===== src/dhkv_pkg.sv =====
// ============================================================================
// dhkv_pkg
// Shared types and constants for the double-hash key/value table.
// ============================================================================
package dhkv_pkg;

    localparam int TABLE_SLOTS_DEF = 1024;
    localparam int VALUE_BITS_DEF  = 32;
    localparam int HASH_BITS       = 64;
    localparam int KEY_BITS        = 64;
    localparam int MOD_BITS        = 11;
    localparam int LIMIT_BITS      = 7;
    localparam int MAX_LIMIT       = 64;
    localparam int PADDR_BITS      = 3;

    localparam logic [PADDR_BITS-1:0] ADDR_SLOTS = 3'd0;
    localparam logic [PADDR_BITS-1:0] ADDR_LIMIT = 3'd4;

    localparam logic [1:0] REQ_INSERT = 2'd0;
    localparam logic [1:0] REQ_FIND   = 2'd1;
    localparam logic [1:0] REQ_DELETE = 2'd2;
    localparam logic [1:0] REQ_CLEAR  = 2'd3;

    localparam logic [2:0] ST_INSERTED = 3'd0;
    localparam logic [2:0] ST_UPDATED  = 3'd1;
    localparam logic [2:0] ST_FOUND    = 3'd2;
    localparam logic [2:0] ST_MISSING  = 3'd3;
    localparam logic [2:0] ST_DELETED  = 3'd4;
    localparam logic [2:0] ST_FULL     = 3'd5;
    localparam logic [2:0] ST_CLEARED  = 3'd6;

    localparam logic [1:0] SLOT_VACANT   = 2'd0;
    localparam logic [1:0] SLOT_OCCUPIED = 2'd1;
    localparam logic [1:0] SLOT_RELEASED = 2'd2;

endpackage


===== src/dhkv_front.sv =====
// ============================================================================
// dhkv_front
// Accepts requests and, but for a clear, reduces both hashes modulo the slot
// count, one quotient bit per cycle, then hands a classified job to the queue.
// ============================================================================
module dhkv_front #(
    parameter int IDX_BITS = 10
) (
    input  logic                              clk,
    input  logic                              rst_n,
    input  logic                              in_valid,
    output logic                              in_stall,
    input  logic [1:0]                        req_type,
    input  logic [dhkv_pkg::KEY_BITS-1:0]     key,
    input  logic [dhkv_pkg::HASH_BITS-1:0]    hash_primary,
    input  logic [dhkv_pkg::HASH_BITS-1:0]    hash_secondary,
    input  logic [31:0]                       value,
    input  logic [dhkv_pkg::MOD_BITS-1:0]     modulus,
    output logic                              job_valid,
    input  logic                              job_stall,
    output logic [1:0]                        job_req,
    output logic [dhkv_pkg::KEY_BITS-1:0]     job_key,
    output logic [31:0]                       job_value,
    output logic [IDX_BITS-1:0]               job_start,
    output logic [IDX_BITS-1:0]               job_step
);
    typedef enum logic [1:0] {F_IDLE, F_REDUCE, F_DONE} fstate_t;

    localparam int CNT_BITS = $clog2(dhkv_pkg::HASH_BITS);

    fstate_t                            state_reg;
    logic [CNT_BITS-1:0]                cnt_reg;
    logic [dhkv_pkg::HASH_BITS-1:0]     h1_reg, h2_reg;
    logic [dhkv_pkg::MOD_BITS:0]        r1_reg, r2_reg;
    logic [1:0]                         req_reg;
    logic [dhkv_pkg::KEY_BITS-1:0]      key_reg;
    logic [31:0]                        val_reg;
    logic [dhkv_pkg::MOD_BITS:0]        s1, s2, mod_ext;

    assign mod_ext = {1'b0, modulus};
    // Restoring reduction: shift one hash bit in, subtract when it fits.
    assign s1 = {r1_reg[dhkv_pkg::MOD_BITS-1:0], h1_reg[dhkv_pkg::HASH_BITS-1]};
    assign s2 = {r2_reg[dhkv_pkg::MOD_BITS-1:0], h2_reg[dhkv_pkg::HASH_BITS-1]};

    assign in_stall  = (state_reg != F_IDLE);
    assign job_valid = (state_reg == F_DONE);
    assign job_req   = req_reg;
    assign job_key   = key_reg;
    assign job_value = val_reg;
    assign job_start = r1_reg[IDX_BITS-1:0];
    assign job_step  = r2_reg[IDX_BITS-1:0];

    always_ff @(posedge clk or negedge rst_n)
    begin
        if (!rst_n)
        begin
            state_reg <= F_IDLE;
            cnt_reg   <= '0;
        end
        else
        begin
            unique case (state_reg)
                F_IDLE:
                begin
                    if (in_valid)
                    begin
                        h1_reg  <= hash_primary;
                        h2_reg  <= hash_secondary;
                        r1_reg  <= '0;
                        r2_reg  <= '0;
                        req_reg <= req_type;
                        key_reg <= key;
                        val_reg <= value;
                        cnt_reg <= '0;
                        state_reg <= (req_type == dhkv_pkg::REQ_CLEAR) ? F_DONE : F_REDUCE;
                    end
                end
                F_REDUCE:
                begin
                    r1_reg <= (s1 >= mod_ext) ? s1 - mod_ext : s1;
                    r2_reg <= (s2 >= mod_ext) ? s2 - mod_ext : s2;
                    h1_reg <= {h1_reg[dhkv_pkg::HASH_BITS-2:0], 1'b0};
                    h2_reg <= {h2_reg[dhkv_pkg::HASH_BITS-2:0], 1'b0};
                    cnt_reg <= cnt_reg + 1'b1;
                    if (cnt_reg == CNT_BITS'(dhkv_pkg::HASH_BITS - 1))
                        state_reg <= F_DONE;
                end
                F_DONE:
                begin
                    if (!job_stall)
                        state_reg <= F_IDLE;
                end
                default: state_reg <= F_IDLE;
            endcase
        end
    end
endmodule


===== config.mk =====
export PLATFORM = sky130hd
export DESIGN_NAME = dhkv_front
export DESIGN_NICKNAME = d
export VERILOG_FILES = /design/src/dhkv_pkg.sv /design/src/dhkv_front.sv
export SDC_FILE = /design/constraint.sdc
export NUM_CORES = 1
export LEC_CHECK = 0
export BUFFER_PORTS_ARGS = -buffer_cell sky130_fd_sc_hd__buf_2
export CORE_MARGIN = 4
export CORE_UTILIZATION = 54
export DETAILED_ROUTE_END_ITERATION = 8
export PLACE_DENSITY = 0.92
export SLEW_MARGIN = 40
export SYNTH_ARGS = -nofsm -noshare
export SYNTH_HDL_FRONTEND = slang
export SYNTH_SLANG_ARGS = --single-unit

===== constraint.sdc =====
create_clock -name clk -period 16.1 [get_ports clk]
set_input_delay 2.415 -clock clk [delete_from_list [all_inputs] [get_ports clk]]
set_output_delay 2.415 -clock clk [all_outputs]
set_load 0.03 [all_outputs]

==> results by group <==
Floorplanning
  • Core footprint: 20230 um2
  • Row cnt: 52
  • Die H: 151.4 um
  • Die area: 22920 um2
  • Io pins: 361
  • Initial core utilization: 54.88%
  • Die W: 151.4 um

Synthesis
  • Top cells by area, synth: edfxtp_1, nand2_1, ha_1
  • Share of the synthesized area in the top cell type: 67.06%
  • Yosys top cell by area: edfxtp_1
  • Syn nets: 1220
  • Post-synthesis cell count: 954
  • Synth Cell Area: 11100 um2
  • Synth Warn #: 0
  • Post-synth EDFFs: 248
  • Synth unique cells: 59
  • Synthesized area per cell: 11.64 um2
  • Synth Register Bits: 256
  • Post-synth top flop: edfxtp_1
  • Async set-reset flop share out of synthesis: 3.125%
  • Post-synthesis sequential area ratio: 68.87%

Routing
  • Drt first pass iters: 5
  • Final wirelength: 28.89 mm
  • Via count: 8489
  • Metal2 WL: 14.71 mm
  • DRC Markers: 0
  • Initial DRC Count: 641
  • Routed wire length per instance: 18.23 um
  • Post-DR vias/cell: 5.356
  • Remaining antenna violation count after routing: 0
  • Met1 wire length: 10.67 mm
  • Detail Route met3 WL: 2.954 mm
  • Top Metal Used: met4

Pwr
  • Leakage: 6.211 nW
  • PD cells: 187.4 nW/um2
  • Maximum vdd drop: 149.0 uV

Hold path
  • Hold Path End: cnt_reg[3]
  • Hold depth: 1
  • Hold Crit Class: reg2reg
  • Worst Hold Launch: cnt_reg[3]

CTS
  • Clock sink count: 256
  • Clk slew on worst S/H paths: 0.06 ns
  • Post-CTS setup buffers: 0
  • Skew-Pair Late Insertion Delay: 0.54 ns
  • CTS tree: built
  • Hold_buf cts: 0
  • H-Tree Depth: 1
  • Num CTS Buffers: 27
  • Post-cts sizing count: 0
  • CTS max path bufs: 3
  • Root Driver: clkbuf_16

Cells and area
  • Layout area overhead: 25.26%
  • Final #Nets: 1560
  • Post-route cell area: 13910 um2
  • Non-filler cells, final: 1585
  • Share of layout cells above drive strength 1: 32.80%

Timing
  • Setup violations, final: 0
  • Final worst-path cycle share: 26.59%
  • Setup TNS: 0 ns
  • Slew Viols, Final: 0
  • Max-slew headroom: 49.79%
  • Unrepaired setup endpoints after global routing: no
  • Worst Skew: 0.01329 ns
  • Slew @ Worst Pin: 0.7531 ns
  • Highest Clock Rate: 233.6 MHz
  • Hold Fails Final Rpt: 0
  • Period minus WS final: 4.281 ns

GRT
  • First-pass GRT wire length: 43.37 mm
  • Initial antenna violation count: 2
  • All-layer global routing usage: 24.17%
  • Largest net degree at the start of global routing: 82
  • Vias in the first global route: 8377
  • Global route overflow: 0

Worst setup path
  • Worst path required time: 16.36 ns
  • Reg2Reg Capture Point: r2_reg[8]
  • CP endpoint kind: flip-flop
  • Worst EP arrival: 4.54 ns
  • Critical path origin: modulus[0]
  • Critical path class: in2reg
  • Reg-to-reg slack, setup: 13.44 ns
  • FF-to-FF Start: h2_reg[63]
  • Worst Path Max Fanout: 17
  • FF-to-FF path depth: 9
  • Startpoint types: primary input

Placement
  • Port Buffers: 360
  • Hpwl dp: 20.53 mm
  • RD Place Congestion: 0.8969
  • DP Area: 13020 um2
  • Placed Cells incl. Taps: 1534

Flow run
  • Max-cap violations: 0

Outcome
  • Run status: finished, final reports clean
## where the power goes
part | switching [mW] | total, mW | leakage, nW | internal, mW
Clock | 0.254 | 0.605 | 0.426 | 0.350
Combinational | 0.606 | 0.909 | 3.32 | 0.303
Sequential | 0.0826 | 1.09 | 2.46 | 1.01
Total | 0.943 | 2.61 | 6.21 | 1.66
## per-layer routing
metal | GRT usage (%) | vias to the layer above
li1 | - | 3973
met1 | 31.73 | 4017
met2 | 41.08 | 447
met3 | 5.536 | 52
met4 | 5.802 | 0
met5 | 0 | -
## worst max-delay path, stage by stage
cell,delay (ns)
buf_2,0.12
ha_1,0.21
fa_1,0.40
nand2b_1,0.20
a21oi_2,0.21
o21ai_0,0.19
a21oi_4,0.50
mux2i_1,0.25
nor2_1,0.05
## stage by stage
| stage | hold slack (ns) | setup WS (ns) | total power, mW | util [%] |
|---|---|---|---|---|
| 3_3_place_gp | 0.4866 | 11.38 | 1.938 | 64.31 |
| 5_1_grt | 0.5237 | 11.65 | 2.775 | 68.73 |
| 6_report | 0.5064 | 11.82 | 2.606 | 68.74 |
| 2_1_floorplan | 0.4656 | 6.638 | 1.802 | - |
| 4_1_cts | 0.5073 | 11.86 | 2.611 | 68.63 |
| 3_5_place_dp | 0.4916 | 11.29 | 1.997 | 64.36 |
## worst max path at each step
stage	cells after the start	endpoint	slack, ns
final	9	r2_reg[8]	11.82
after global routing	9	r2_reg[7]	11.65
after CTS	9	r2_reg[10]	11.86
after detailed placement	9	r2_reg[10]	11.29
after global placement	9	r2_reg[3]	11.38
after floorplan	2	h1_reg[0]	6.64
## logic make-up (layout without fill, tap and decap cells)
family | count (synthesis) | in the layout | share of synthesized area [%]
and+or+nand+nor | 495 | 495 | 18.24
muxes | 5 | 5 | 0.4620
adders and majority gates | 25 | 25 | 2.952
AOI/OAI and AO/OA | 92 | 92 | 5.690
buffers and inverters | 77 | 437 | 3.470
DFF | 256 | 256 | 68.87
xor gates and xnor gates | 4 | 4 | 0.3155
other | 0 | 1 | 0
## synthesized netlist by cell type, drive strengths merged (4+ instances only)
cell and n:
mux2i 4, a211oi 8, ha 23, a21oi 30, o21a 6, o21ai 22, nand2 405, edfxtp 248
nor2 33, nand2b 10, nand3 10, buf 27, inv 21, clkbuf 29, a31oi 5, xnor2 4
dfrtp 8, or3 5, nor3b 4, nor3 5
## cell usage in the layout (no fill, tap or decap), types with 5 or more instances in the layout
cell type    n
a31oi_1      5
ha_1        23
clkinv_1     5
dfrtp_1      8
clkinv_2     6
clkbuf_16   27
inv_1       21
o21a_1       6
or3_1        5
a211oi_1     6
nor2_1      28
nand3_1     10
buf_2      360
nand2_1    404
edfxtp_1   248
o21ai_0     17
nand2b_1     9
a21oi_1     26
## final cells by class
class	count	area, um2
well taps	270	337.8
clock buffers	33	718.2
multi-input cells	621	3102
repair buffers	367	1878
fillers	1400	6325
inverters	21	78.83
clock inverters	16	145.1
diodes	1	2.502
flip-flops and latches	256	7647
Power figures use the tool's default switching activity.
