==> src/dhkv_queue.sv <==
// ============================================================================
// dhkv_queue
// Two-entry queue between the hash front end and the probe engine.
// ============================================================================
module dhkv_queue #(
    parameter int WIDTH = 8
) (
    input  logic             clk,
    input  logic             rst_n,
    input  logic             wr_valid,
    output logic             wr_stall,
    input  logic [WIDTH-1:0] wr_data,
    output logic             rd_valid,
    input  logic             rd_stall,
    output logic [WIDTH-1:0] rd_data
);
    logic [WIDTH-1:0] mem_reg [2];
    logic             wp_reg, rp_reg;
    logic [1:0]       cnt_reg;
    logic             push, pop;

    assign wr_stall = (cnt_reg == 2'd2);
    assign rd_valid = (cnt_reg != 2'd0);
    assign rd_data  = mem_reg[rp_reg];
    assign push     = wr_valid && !wr_stall;
    assign pop      = rd_valid && !rd_stall;

    always_ff @(posedge clk)
    begin
        if (push)
            mem_reg[wp_reg] <= wr_data;
    end

    always_ff @(posedge clk or negedge rst_n)
    begin
        if (!rst_n)
        begin
            wp_reg  <= 1'b0;
            rp_reg  <= 1'b0;
            cnt_reg <= 2'd0;
        end
        else
        begin
            if (push)
                wp_reg <= ~wp_reg;
            if (pop)
                rp_reg <= ~rp_reg;
            cnt_reg <= cnt_reg + {1'b0, push} - {1'b0, pop};
        end
    end
endmodule

==> config.mk <==
export PLATFORM = sky130hd
export DESIGN_NAME = dhkv_queue
export DESIGN_NICKNAME = d
export VERILOG_FILES = /design/src/dhkv_queue.sv
export SDC_FILE = /design/constraint.sdc
export NUM_CORES = 1
export LEC_CHECK = 0
export ABC_CLOCK_PERIOD_IN_PS = 3140
export BUFFER_PORTS_ARGS = -buffer_cell sky130_fd_sc_hd__buf_2
export CORE_ASPECT_RATIO = 0.75
export CORE_UTILIZATION = 45
export CTS_CLUSTER_DIAMETER = 100
export DETAILED_ROUTE_END_ITERATION = 7
export GPL_TIMING_DRIVEN = 1
export PLACE_DENSITY_LB_ADDON = 0.3
export SYNTH_ARGS = -nofsm -noshare
export SYNTH_HDL_FRONTEND = slang
export SYNTH_SLANG_ARGS = --single-unit
==> constraint.sdc <==
create_clock -name clk -period 3.14 [get_ports clk]
set_input_delay 0.314 -clock clk [delete_from_list [all_inputs] [get_ports clk]]
set_output_delay 0.314 -clock clk [all_outputs]
set_load 0.005 [all_outputs]
==> results.sh, run 1 <==
export IMPL_grt_use_total_pct=13.7
export IMPL_fin_crit_sh_pct=54.4
export IMPL_syn_nets=57
export IMPL_status="finished clean"
export IMPL_r2r_start="cnt_reg[1]$_DFF_PN0_"
export IMPL_avgSynthCellArea_sq_um=18.3
export IMPL_critPathArrivalTime_ps=1390
export IMPL_synth_warnings=0
export IMPL_finClkSkew_ps=3.09
export IMPL_fillCellCount=139
export IMPL_ant_nets=0
export IMPL_crit_type="flop to primary output"
export IMPL_cts_sinks=20
export IMPL_initial_core_util_pct=50.3
export IMPL_core_sq_mm=0.00156
export IMPL_synth_cell_types=14
export IMPL_htree_levels=1
export IMPL_yosys_area_top_type_share_pct=61.1
export IMPL_grt_antenna_before_repair=0
export IMPL_die_w_um=50.3
export IMPL_largest_reg_flops=16
export IMPL_setup_viol_count_final=0
export IMPL_hold_viol=0
export IMPL_final_nets=83
export IMPL_hp_class="primary input to flop"
export IMPL_min_period_ps=1710
export IMPL_grt_pass1_vias=386
export IMPL_die_area_sq_mm=0.00192
export IMPL_crit_path_start="rp_reg$_DFFE_PN0P_"
export IMPL_fp_dieH_um=38.2
export IMPL_power_density_mw_per_mm2=844
export IMPL_insertion_delay_ps=290
export IMPL_root_buffer="clkbuf_4"
export IMPL_power_leakage_nw=0.393
export IMPL_crit_required_ps=2830
export IMPL_gr_total_overflow=0
export IMPL_numPortBuffers=21
export IMPL_drc=0
export IMPL_cp_end_kind="primary output"
export IMPL_fin_ws_ps=1430
export IMPL_diodes=0
export IMPL_layout_commonest_cell="buf_2"
export IMPL_numCtsBuffers=3
export IMPL_vdd_drop_max_mv=0.542
export IMPL_synthCells=43
export IMPL_drt_wirelength_per_cell_um=12.7
export IMPL_cts_resized=0
export IMPL_synth_area_top_cells="edfxtp_1 61%, dfrtp_1 13%, mux2_2 11%"
export IMPL_cts_tree="built"
export IMPL_vias=409
export IMPL_slew_headroom_pct=55.2
export IMPL_rsz0062_at_grt="no"
export IMPL_grt_first_pass_wirelength_um=1710
export IMPL_dp_hpwl_um=836
export IMPL_worst_pin_slew_ps=670
export IMPL_clock_path_buffers=2
export IMPL_grt_max_degree=11
export IMPL_drv_cap=0
export IMPL_pre_cts_ws_ps=1480
export IMPL_syn_area_sq_um=786
export IMPL_slew_violations=0
export IMPL_worstPathMaxFanout=9
export IMPL_drt_total_wl_um=1120
export IMPL_drive_gt1_share_pct=50.7
export IMPL_yosysTopAreaCell="edfxtp_1"
export IMPL_dr_pass1_iters=1
export IMPL_final_cell_mix="21 x buf_2, 16 x edfxtp_1, 8 x mux2_2"
export IMPL_clkTransAtPathRegs_ps=100
export IMPL_post_cts_buffers=0
export IMPL_hold_start="wr_data[0]"
export IMPL_ys_ff_latch=20
export IMPL_fmax_mhz=586
export IMPL_cp_start_kind="flop"
export IMPL_tns_ps=0
export IMPL_rows=12
export IMPL_drtIter0Drc=0
export IMPL_area_growth_pct=20.2
export IMPL_yosysSeqAreaShare_pct=73.9
export IMPL_multi_input_area_sq_um=193
export IMPL_vias_per_cell=4.65
export IMPL_io_pins=22
export IMPL_final_seq_area_sq_um=581
export IMPL_gp_congestion=0.755
## worst max-delay path, cell delays in order, from the launching register on
cell and delay, ps:
dfrtp_1 590, mux2_2 390, buf_2 130
## Yosys cell counts, drive strengths merged
library cell / n
nand2: 1
and3: 1
edfxtp: 16
xnor2: 3
xor2: 1
or2: 1
mux2: 8
buf: 1
ha: 2
nand2b: 1
dfrtp: 4
inv: 2
nor2b: 1
nor2: 1
## path summary, 6_finish.rpt
| kind | endpoint | slack, ps | cells past startpoint |
|---|---|---|---|
| max | rd_data[7] | 1430 | 2 |
| min | mem_reg[0][0]$_DFFE_PP_ | 210 | 1 |
| max reg2reg | cnt_reg[1]$_DFF_PN0_ | 1460 | 7 |
| min reg2reg | wp_reg$_DFFE_PN0N_ | 500 | 1 |
| max in group asynchronous | rp_reg$_DFFE_PN0P_ | 2670 | 2 |
| min in group asynchronous | cnt_reg[0]$_DFF_PN0_ | 360 | 2 |
## routing by layer
metal  global-route usage [%]  vias up  part of all wire, %
met5                        0        -                    0
met1                     15.0      188                   47
met2                     23.3       14                   46
li1                         -      207                    -
met3                     8.33        0                  6.5
met4                     2.14        0                    0
## cell families (layout without fill, tap and decap cells)
| kind of cell | Yosys count | after routing | synth area share [%] |
|---|---|---|---|
| multiplexers | 8 | 8 | 11.5 |
| AND/OR/NAND/NOR | 6 | 6 | 5.41 |
| XOR/XNOR | 4 | 4 | 4.46 |
| flip-flops | 20 | 20 | 73.9 |
| buffers and inverters | 3 | 27 | 1.59 |
| adder cells (fa/ha/maj) | 2 | 2 | 3.18 |
## what timing repair did
action / 4_1_cts / 5_1_grt
hold buffers: 1 / 0
setup endpoints to repair: 0 / 0
hold endpoints to repair: 4 / 0
## cell type report
type / instances / area share (%)
Sequential cell: 20 / 61.5
Multi-Input combinational cell: 20 / 20.4
Inverter: 2 / 0.795
Tap cell: 21 / 2.78
Timing Repair Buffer: 22 / 12.2
Clock buffer: 3 / 2.38
## metrics by stage
stage | std cells | utilization (%) | hold slack (ps) | cell area (sq um) | power, mW
floorplan | 43 | - | 18.4 | 786 | 0.598
global placement | 84 | 58.4 | 127 | 912 | 0.685
detailed placement | 84 | 58.4 | 124 | 912 | 0.694
CTS | 88 | 60.5 | 197 | 945 | 0.807
global route | 88 | 60.5 | 190 | 945 | 0.845
finish | 88 | 60.5 | 208 | 945 | 0.797
## report_power, final
| group | switching (mW) | leakage [nW] | internal, mW | total [mW] |
|---|---|---|---|---|
| Combinational | 0.110 | 0.184 | 0.154 | 0.265 |
| Clock | 0.0665 | 0.0138 | 0.0446 | 0.111 |
| Sequential | 0.0499 | 0.195 | 0.371 | 0.421 |
| Total | 0.227 | 0.393 | 0.570 | 0.797 |
(Power assumes the default switching activity.)
==> run 2: changes to the inputs <==
- ABC_CLOCK_PERIOD_IN_PS: 3140 -> 1600
- clock period: 3.14 -> 1.6 ns (I/O delays scaled with it)
==> run 2 against run 1 <==
Wire length up 9.1%. Clock skew rose by 1.4 ps. Critical path depth up 6. Setup slack got worse by 1400 ps. Register-to-register slack worse by 1400 ps. Highest routed layer is now met4. Die area did not move.
==> results.sh, run 2 (same netlist as run 1, synthesis figures left out) <==
export IMPL_ant_nets=0
export IMPL_gp_congestion=0.744
export IMPL_slew_headroom_pct=73.7
export IMPL_reg2regPathDepth=8
export IMPL_drv_cap=0
export IMPL_postLayoutCoreUtil_pct=66.9
export IMPL_largest_reg_flops=16
export IMPL_cpPeakStageDelay_ps=400
export IMPL_status="finished clean"
export IMPL_crit_type="flop to flop"
export IMPL_finClkSkew_ps=4.48
export IMPL_cts_tree="built"
export IMPL_place_inst=88
export IMPL_drive_gt1_share_pct=63.2
export IMPL_power_leakage_nw=0.437
export IMPL_grt_first_pass_wirelength_um=1870
export IMPL_worstPathMaxFanout=3
export IMPL_power_density_mw_per_mm2=1710
export IMPL_vias_per_cell=4.66
export IMPL_worst_pin_slew_ps=394
export IMPL_io_pins=22
export IMPL_insertion_delay_ps=290
export IMPL_fp_dieH_um=38.2
export IMPL_fmax_mhz=631
export IMPL_drt_total_wl_um=1220
export IMPL_area_growth_pct=33.0
export IMPL_p_switching_mw=0.516
export IMPL_cp_common_cell="ha_4"
export IMPL_final_cell_count_no_fill=97
export IMPL_vias=452
export IMPL_hold_viol=0
export IMPL_diodes=0
export IMPL_initial_core_util_pct=50.3
export IMPL_p_int_mw=1.27
export IMPL_grt_pass1_vias=420
export IMPL_cts_sinks=20
export IMPL_numCtsBuffers=3
export IMPL_final_nets=91
export IMPL_grt_antenna_before_repair=0
export IMPL_fillCellCount=109
export IMPL_die_area_sq_mm=0.00192
export IMPL_critical_path_slowest_cell="dfrtp_1"
export IMPL_gr_total_overflow=0
export IMPL_crit_required_ps=1780
export IMPL_setup_viol_count_final=0
export IMPL_fin_ws_ps=16.4
export IMPL_dp_hpwl_um=787
export IMPL_p_comb_share_pct=41.4
export IMPL_pre_cts_ws_ps=-9.31
export IMPL_swShare_pct=28.9
export IMPL_min_period_ps=1580
export IMPL_final_cell_mix="21 x buf_2, 16 x edfxtp_1, 8 x mux2_2, 8 x buf_4"
export IMPL_dr_pass1_iters=2
export IMPL_drtIter0Drc=2
export IMPL_layout_commonest_cell="buf_2"
export IMPL_drt_wirelength_per_cell_um=12.5
export IMPL_die_w_um=50.3
export IMPL_hold_depth=1
export IMPL_cp_start_kind="flop"
export IMPL_drc=0
export IMPL_grt_max_degree=12
export IMPL_cp_end_kind="flop"
export IMPL_root_buffer="clkbuf_4"
export IMPL_htree_levels=1
export IMPL_rsz0062_at_grt="yes"
export IMPL_fin_crit_sh_pct=99.0
export IMPL_core_sq_mm=0.00156
export IMPL_hp_class="primary input to flop"
export IMPL_path_cells="buf_4 > nand2b_1 > nand2_2 > ha_4 > inv_2 > ha_4 > xnor2_2 > xnor2_1"
export IMPL_critPathArrivalTime_ps=1760
export IMPL_rows=12
export IMPL_clkTransAtPathRegs_ps=100
export IMPL_clockPowerShare_pct=12.6
export IMPL_grt_use_total_pct=14.5
export IMPL_pwr_share_seq_pct=46.0
export IMPL_vdd_drop_max_mv=1.03
export IMPL_slew_violations=0
export IMPL_numPortBuffers=21
export IMPL_clock_path_buffers=2
## run 2: cell types whose count changed in the layout (fill, tap and decap cells not counted), sizes merged
cell / change
buf: +8
clkinv: +1
## run 2: critical path: cells and delay by family (launching register included)
family	cells	cell delay, ps
adders and majority gates	2	420
buffers and inverters	2	190
DFF	1	400
xor gates and xnor gates	2	250
and+or+nand+nor	2	230
## run 2: layout make-up
type / count / area, sq um / area share (%)
Timing Repair Buffer: 30 / 175 / 16.8
Tap cell: 21 / 26.3 / 2.51
Clock buffer: 3 / 22.5 / 2.16
Multi-Input combinational cell: 20 / 228 / 21.8
Inverter: 2 / 7.51 / 0.719
Sequential cell: 20 / 582 / 55.7
Clock inverter: 1 / 3.75 / 0.359
## run 2: final timing paths
check,end,slack [ps],from
worst max-delay path,cnt_reg[1]$_DFF_PN0_,20,cnt_reg[1]$_DFF_PN0_
worst min-delay path,mem_reg[0][6]$_DFFE_PP_,50,wr_data[6]
worst max register to register,cnt_reg[1]$_DFF_PN0_,20,cnt_reg[1]$_DFF_PN0_
worst min register to register,wp_reg$_DFFE_PN0N_,510,wp_reg$_DFFE_PN0N_
max in group asynchronous,rp_reg$_DFFE_PN0P_,1280,rst_n
min in group asynchronous,rp_reg$_DFFE_PN0P_,190,rst_n
## run 2: metrics by stage
| stage | setup TNS, ps | cell area, sq um | hold slack [ps] | total power, mW |
|---|---|---|---|---|
| after floorplan | 0 | 786 | -136 | 1.17 |
| after global placement | -8.32 | 942 | -27.9 | 1.40 |
| after detailed placement | -9.31 | 942 | -28.0 | 1.41 |
| after CTS | 0 | 1030 | 39.4 | 1.77 |
| after global routing | -51.9 | 1040 | 21.1 | 1.90 |
| final | 0 | 1040 | 51.7 | 1.78 |
## run 2: what timing repair did
| item | CTS | global route |
|---|---|---|
| setup endpoints to repair | 1 | 9 |
| hold buffers | 1 | 0 |
| pin swaps | 5 | 5 |
| resized for setup | 5 | 2 |
| endpoints found under the hold margin | 4 | 0 |
| buffers inserted | 3 | 1 |
## run 2: per-layer routing
metal	routed length [um]	global-route usage [%]	share of wire, %	up-vias
li1	-	-	-	222
met1	535	16.3	44	214
met2	607	24.7	50	14
met3	63	5.95	5.2	2
met4	10	6.43	0.82	0
met5	0	0	0	-
## run 2: power by group through the flow
stage	clock, mW	sequential [mW]	combinational (mW)
after CTS	0.236	0.819	0.713
after global placement	0	0.825	0.575
after floorplan	0	0.778	0.396
final	0.224	0.820	0.738
after detailed placement	0	0.831	0.579
after global routing	0.258	0.836	0.807
==> run 3: changes to the inputs <==
- PLACE_DENSITY: default -> 0.68
- PLACE_DENSITY_LB_ADDON: 0.3 -> default
==> run 3 against run 2 <==
Worst hold slack gained 1.1 ps. Clock power about the same. Cell count is 2.1% lower.
==> results.sh, run 3 (same netlist as run 1, synthesis figures left out) <==
export IMPL_status="finished clean"
export IMPL_gr_total_overflow=0
export IMPL_ant_nets=0
export IMPL_vdd_drop_max_mv=0.978
export IMPL_cts_tree="built"
export IMPL_insertion_delay_ps=290
export IMPL_min_period_ps=1590
export IMPL_fmax_mhz=628
export IMPL_finClkSkew_ps=0.956
export IMPL_dp_hpwl_um=780
export IMPL_grt_antenna_before_repair=0
export IMPL_grt_use_total_pct=15.0
export IMPL_r2r_start="cnt_reg[1]$_DFF_PN0_"
export IMPL_crit_path_start="cnt_reg[1]$_DFF_PN0_"
export IMPL_power_leakage_nw=0.431
export IMPL_drive_gt1_share_pct=63.5
export IMPL_core_sq_mm=0.00156
export IMPL_die_area_sq_mm=0.00192
export IMPL_largest_reg_flops=16
export IMPL_dr_pass1_iters=3
export IMPL_regToRegSetupSlack_ps=6
export IMPL_rr_endpoint="cnt_reg[1]$_DFF_PN0_"
export IMPL_endpoint="cnt_reg[1]$_DFF_PN0_"
export IMPL_final_cell_mix="21 x buf_2, 16 x edfxtp_1, 8 x mux2_2"
export IMPL_die_w_um=50.3
export IMPL_layout_commonest_cell="buf_2"
export IMPL_pre_cts_ws_ps=-11.2
export IMPL_power_density_mw_per_mm2=1710
export IMPL_grt_first_pass_wirelength_um=1960
export IMPL_stdcell_area_sq_mm=0.00104
export IMPL_vias_per_cell=4.69
export IMPL_crit_type="flop to flop"
export IMPL_rsz0062_at_grt="yes"
export IMPL_area_growth_pct=32.0
export IMPL_worstPathMaxFanout=2
export IMPL_cp_start_kind="flop"
export IMPL_clkTransAtPathRegs_ps=100
export IMPL_fp_dieH_um=38.2
export IMPL_slew_headroom_pct=73.9
export IMPL_hold_viol=0
export IMPL_grt_max_degree=12
export IMPL_rows=12
export IMPL_cts_sinks=20
export IMPL_root_buffer="clkbuf_4"
export IMPL_worst_pin_slew_ps=392
export IMPL_postPlaceCellArea_sq_um=942
export IMPL_cp_end_kind="flop"
export IMPL_gp_congestion=0.763
export IMPL_clock_path_buffers=2
export IMPL_vias=446
export IMPL_drv_cap=0
export IMPL_final_nets=89
export IMPL_numCtsBuffers=3
export IMPL_initial_core_util_pct=50.3
export IMPL_drt_wirelength_per_cell_um=12.1
export IMPL_drt_total_wl_um=1150
export IMPL_fin_ws_ps=6.48
export IMPL_io_pins=22
export IMPL_fin_crit_sh_pct=99.6
export IMPL_diodes=0
export IMPL_drtIter0Drc=8
export IMPL_slew_violations=0
export IMPL_numPortBuffers=21
export IMPL_critPathArrivalTime_ps=1780
export IMPL_htree_levels=1
export IMPL_drc=0
export IMPL_tns_ps=0
export IMPL_reg2regPathDepth=7
export IMPL_crit_required_ps=1780
export IMPL_finalPower_mw=1.78
export IMPL_setup_viol_count_final=0
export IMPL_hp_class="primary input to flop"
export IMPL_grt_pass1_vias=458
-- run 3: changes by cell type in the layout (fill, tap and decap cells not counted), sizes merged --
cell	change
buf	-2
-- run 3: where the power goes --
part	switching [mW]	leakage (nW)	internal [mW]
logic	0.291	0.222	0.445
clock network	0.137	0.0154	0.0906
registers	0.0851	0.194	0.730
total	0.513	0.431	1.27
-- run 3: worst min-delay path by stage --
stage                from                 endpoint  slack, ps  depth (start not counted)
6_report       wr_data[2]  mem_reg[0][2]$_DFFE_PP_         50                          1
3_5_place_dp        rst_n     cnt_reg[1]$_DFF_PN0_        -30                          1
5_1_grt        wr_data[7]  mem_reg[1][7]$_DFFE_PP_         30                          1
4_1_cts        wr_data[2]  mem_reg[0][2]$_DFFE_PP_         50                          1
3_3_place_gp        rst_n     cnt_reg[1]$_DFF_PN0_        -30                          1
2_1_floorplan       rst_n     cnt_reg[0]$_DFF_PN0_       -140                          0
-- run 3: layer usage --
layer  part of all wire (%)  global-route usage (%)  vias up
li1                       -                       -      217
met1                     42                    16.8      218
met2                     53                    26.7       11
met3                    5.1                    6.35        0
met4                      0                    4.29        0
met5                      0                       0        -
-- run 3: timing repair --
action                                 4_1_cts  5_1_grt
setup endpoints to repair                    1       16
buffers inserted                             1        1
endpoints found under the hold margin        4        0
hold buffers                                 1        0
gates resized for setup                      2        6
pin swaps                                    4        5
-- run 3: final cells by class --
cell class                      instances  area (sq um)
Clock buffer                            3          22.5
Sequential cell                        20           582
Multi-Input combinational cell         20           235
Fill cell                             122           524
Clock inverter                          1          3.75
Inverter                                2          7.51
Tap cell                               21          26.3
Timing Repair Buffer                   28           160
-- run 3: per-stage QoR --
step,std cells,hold slack [ps],utilization (%)
after global routing,95,33.4,66.4
final,95,52.8,66.4
after floorplan,43,-136,-
after detailed placement,88,-27.9,60.3
after global placement,88,-28.0,60.3
after CTS,94,46.0,63.8
-- run 3: worst max-delay path, stage by stage, from the launching register on --
cell and delay, ps:
dfrtp_1 400, or2_4 260, nor2b_4 140, ha_4 250, inv_2 40, ha_4 150, xnor2_2 130, xnor2_1 120
